`src/sv/phc_ram.sv`:
```
// ----------------------------------------------------------------------------
// Generic RAM
// One write port and one read port with registered read data.
// ----------------------------------------------------------------------------
module phc_ram #(
  parameter int Width = 8,
  parameter int Depth = 256
) (
  input  logic                     clk,
  input  logic                     we,
  input  logic [$clog2(Depth)-1:0] waddr,
  input  logic [Width-1:0]         wdata,
  input  logic [$clog2(Depth)-1:0] raddr,
  output logic [Width-1:0]         rdata
);

  logic [Width-1:0] mem [Depth];

  always_ff @(posedge clk) begin
    if (we) begin
      mem[waddr] <= wdata;
    end
    rdata <= mem[raddr];
  end

endmodule

```
`config.mk`:
```
export PLATFORM = sky130hd
export DESIGN_NAME = phc_ram
export DESIGN_NICKNAME = d
export VERILOG_FILES = /design/src/sv/phc_ram.sv
export SDC_FILE = /design/constraint.sdc
export NUM_CORES = 2
export LEC_CHECK = 0
export BUFFER_PORTS_ARGS = -buffer_cell sky130_fd_sc_hd__buf_2
export CAP_MARGIN = 20
export CORE_ASPECT_RATIO = 0.5
export CORE_MARGIN = 2
export CORE_UTILIZATION = 55
export DETAILED_ROUTE_END_ITERATION = 6
export PLACE_DENSITY = 0.71
export SLEW_MARGIN = 20
export SYNTH_ARGS = -nofsm -noshare
export SYNTH_HDL_FRONTEND = slang
export SYNTH_SLANG_ARGS = --single-unit
```
`constraint.sdc`:
```
create_clock -name clk -period 2.3 [get_ports clk]
set_input_delay 0.46 -clock clk [delete_from_list [all_inputs] [get_ports clk]]
set_output_delay 0.46 -clock clk [all_outputs]
set_load 0.05 [all_outputs]
```
**Word-level counts from Yosys, hierarchy flattened**

Memory sizes are Yosys's and may differ from the RTL's. A register that Yosys moved wholly into a read port is not among the register bits.
Index checks and enable logic that the tools add are counted.

- Input port bits: 26
- Memories: 1
- Bits in writable memories: 2048
- Word-level logic and storage cells: 3
- Register bits after elaboration: 0
- Output and inout port bits: 8

Memories:

| name | depth | bits a word | read ports | clocked after memory_dff | write ports | RTL line | RTL |
|---|---|---|---|---|---|---|---|
| mem | 256 | 8 | 1 | 1 | 1 | 17 | `logic [Width-1:0] mem [Depth];` |

- Muxes and demuxes: 2

Operators with widths:

| kind | number |
|---|---|
| 1-bit two-way mux | 2 |

**Longest topological paths before layout**

- Word-level depth: 2
- Mapped depth: 11
- Gate-level depth less buffers: 6

**Least setup slack after synthesis**

Ideal clock, no wire load.

- Kind: input to register
- Start: input raddr[0]
- End: register rdata[2] (read register of mem)
- Setup slack: -0.098 ns
- Arrival: 2.267 ns
- Stages: 9
- Data required time: 2.169 ns
- Path through: buf_6 -> buf_12 -> buf_8 -> buf_2 -> mux4_2 -> a22oi_1 -> a21oi_1 -> nor4_1 -> nor4_2

RTL lines:

| what | RTL line | RTL |
|---|---|---|
| from (decl) | 13 | `input logic [$clog2(Depth)-1:0] raddr,` |
| to (decl) | 14 | `output logic [Width-1:0] rdata` |

==> flow_metrics.env <==
export IMPL_status="finished, violations left"
export IMPL_violations="negative setup slack"
export IMPL_synth_seq_area_share_pct=77.50
export IMPL_viasPerCell=6.473
export IMPL_arrival_ns=3.02
export IMPL_crit_path_end_kind="flip-flop"
export IMPL_setup_violations=3
export IMPL_numPortBuffers=33
export IMPL_wl_per_cell_um=30.94
export IMPL_irDropWorstVdd_v=0.0007656
export IMPL_synth_seq_cells=2056
export IMPL_crit_type="flip-flop to flip-flop"
export IMPL_hp_class="input port to flip-flop"
export IMPL_clk_pin_slew_ns=0.07
export IMPL_synth_compound_area_share_pct=3.419
export IMPL_synthSimpleGateAreaFrac_pct=2.628
export IMPL_ys_top_cells_by_area="edfxtp_1 (77%), mux4_2 (13%), mux2i_1 (1.7%)"
export IMPL_synth_fp_nets=3759
export IMPL_synth_cells=3733
export IMPL_drt_wl_total_um=200900
export IMPL_setup_slack_ns=-0.03198
export IMPL_yosysWarningCount=0
export IMPL_skew_ns=0.03327
export IMPL_via_count=42030
export IMPL_async_flop_share_pct=0
export IMPL_dp_hpwl_um=131300
export IMPL_drtAntennaViolNets=0
export IMPL_start_util_pct=55.55
export IMPL_syn_area_per_cell_sq_um=21.31
export IMPL_fin_crit_sh_pct=101.4
export IMPL_fmax_mhz=428.8
export IMPL_die_height_um=272.9
export IMPL_dp_cells=6180
export IMPL_hold_ws_ns=0.1649
export IMPL_cts_root_buffer="clkbuf_16"
export IMPL_rows=98
export IMPL_drc_errors=0
export IMPL_clkSinkCount=2056
export IMPL_synth_ff_type="edfxtp_1"
export IMPL_core_area_sq_um=143200
export IMPL_cts_max_path_buffers=3
export IMPL_synth_edf_count=2048
export IMPL_grt_use_total_pct=27.38
export IMPL_yosys_area_top_type="edfxtp_1"
export IMPL_ioPinCount=34
export IMPL_antenna_found_initial=7
export IMPL_synthMuxAreaShare_pct=14.62
export IMPL_path_max_fanout=2
export IMPL_tritoncts="built"
export IMPL_final_cells=6493
export IMPL_hold_buffers=0
export IMPL_first_pass_iters=5
export IMPL_synth_top_area_share_pct=77.30
export IMPL_initialDrtViolationCount=6262
export IMPL_synth_cell_types=55
export IMPL_die_area_sq_um=147900
export IMPL_grt_ovfl_total=0
export IMPL_synth_top_cells_by_count="edfxtp_1 (2048), mux4_2 (454), nor2_1 (282)"
export IMPL_synth_top_family_by_area="multiplexers"
export IMPL_syn_area_sq_um=79560
export IMPL_grt_pass1_vias=41860
export IMPL_fin_crit_ns=2.332
export IMPL_grt_max_degree=82
export IMPL_synthXorXnorAreaFrac_pct=0
export IMPL_num_nets_final=4484
export IMPL_hold_viol=0
export IMPL_max_slew_margin_pct=43.26
export IMPL_cp_start_kind="flip-flop"
export IMPL_globalplace_congestion=0.8845
export IMPL_maxCapViolations=0
export IMPL_insertion_delay_ns=0.80
export IMPL_synthAdderAreaFrac_pct=0
export IMPL_cts_htree_levels=4
export IMPL_grt_pass1_wl_um=290600
export IMPL_required_ns=2.99
export IMPL_dieWidth_um=541.9
export IMPL_power_density_nw_per_um2=802.6
export IMPL_dp_slack_ns=-1.361
export IMPL_tightestPinTransition_ns=0.8511
export IMPL_rsz0062_at_grt="true"
export IMPL_slew_violations=0
export IMPL_synth_most_common_cell="edfxtp_1"
export IMPL_numCtsBuffers=172
export IMPL_synthToLayoutAreaGrowth_pct=17.28
export IMPL_drive_gt1_share_pct=33.07
export IMPL_leakage_nw=30.33
export IMPL_finalPower_mw=74.89
layout make-up:
type | count | area [sq um]
diodes | 3 | 7.507
repair buffers | 784 | 6984
flip-flops and latches | 2056 | 61660
inverters | 2 | 7.507
well taps | 1900 | 2377
multi-input cells | 1442 | 16810
clock buffers | 219 | 4608
fillers | 9032 | 49910
clock inverters | 87 | 848.3
state kept, by name, indices dropped and copies added, names as in the netlist:
signal / flops
mem: 2048
rdata: 8
final timing paths:
check	from	end	slack [ns]	cells after the start
hold / removal	wdata[5]	mem[228][5]	0.16	1
setup / recovery	mem[138][2]	rdata[2]	-0.03	7
hold reg to reg	mem[32][5]	rdata[5]	1.08	7
setup reg to reg	mem[138][2]	rdata[2]	-0.03	7
metal layers:
layer	GRT usage, %	up-vias	routed length [um]
met5	0	-	16
met4	8.288	2	5967
met3	8.115	373	24370
met2	41.84	2512	93350
met1	38.66	22020	77220
li1	-	17120	-
placed cells by master, fill, tap and decap left out, types with 4 or more instances in the layout:
| cell type | synthesis | routed |
|---|---|---|
| mux4_2 | 454 | 454 |
| clkinv_2 | 0 | 14 |
| a22o_1 | 8 | 7 |
| a221oi_1 | 13 | 11 |
| a22oi_1 | 133 | 131 |
| and2_1 | 6 | 6 |
| nor3_1 | 22 | 11 |
| nor4_1 | 24 | 11 |
| o22a_1 | 5 | 5 |
| clkbuf_8 | 0 | 8 |
| nor4_2 | 3 | 11 |
| nor2b_1 | 31 | 25 |
| o211ai_1 | 10 | 10 |
| nand3_1 | 34 | 34 |
| edfxtp_1 | 2048 | 2048 |
| bufinv_16 | 0 | 16 |
| dfxtp_1 | 8 | 8 |
| a21oi_1 | 96 | 94 |
| buf_4 | 27 | 663 |
| or2_2 | 4 | 4 |
| a211oi_1 | 16 | 11 |
| nand4_1 | 10 | 10 |
| clkbuf_16 | 0 | 179 |
| mux2i_1 | 134 | 134 |
| o22ai_1 | 28 | 28 |
| clkinv_1 | 1 | 48 |
| nor4_4 | 0 | 5 |
| buf_6 | 21 | 6 |
| nor3_4 | 0 | 4 |
| buf_12 | 8 | 79 |
| o21ai_0 | 10 | 9 |
| o221ai_1 | 46 | 46 |
| nor2_1 | 282 | 278 |
| nand2_1 | 33 | 33 |
| nor2b_4 | 0 | 4 |
| buf_2 | 31 | 22 |
| nor3_2 | 0 | 7 |
| clkbuf_1 | 111 | 41 |
| nand2b_1 | 8 | 8 |
| a211oi_2 | 0 | 5 |
through the flow:
stage	setup TNS, ns	util (%)	cell area [sq um]
after floorplan	-0.03238	-	79660
after global placement	-9.850	61.04	87420
after detailed placement	-8.122	61.06	87450
after CTS	-0.01950	65.00	93100
after global routing	-0.2537	65.15	93300
final	-0.06430	65.15	93310
what timing repair did:
item,in CTS,in global routing
endpoints found under the setup margin,8,8
gates resized for setup,30,31
setup buffers,0,3
pin swaps,8,11
cloned,0,1
critical path: stages, from the launching register on:
cell,delay (ns)
edfxtp_1,0.38
mux4_2,0.48
mux4_2,0.48
nor2_1,0.18
a2111oi_2,0.08
nor3_2,0.36
buf_4,0.20
nor4_2,0.05
power by group:
part           internal [mW]  leakage [nW]  switching [mW]
sequential              41.3          18.5          0.0869
clock                   15.9          2.64            13.0
combinational           1.85          9.22            2.76
total                   59.1          30.3            15.8
cells by family (layout without fill, tap and decap cells):
family | count (synthesis) | count (layout)
and+or+nand+nor | 466 | 466
DFF | 2056 | 2056
muxes | 591 | 591
AOI/OAI and AO/OA | 385 | 385
other | 0 | 3
buffers and inverters | 235 | 1092
No activity file was read; power rests on OpenSTA's default activity.
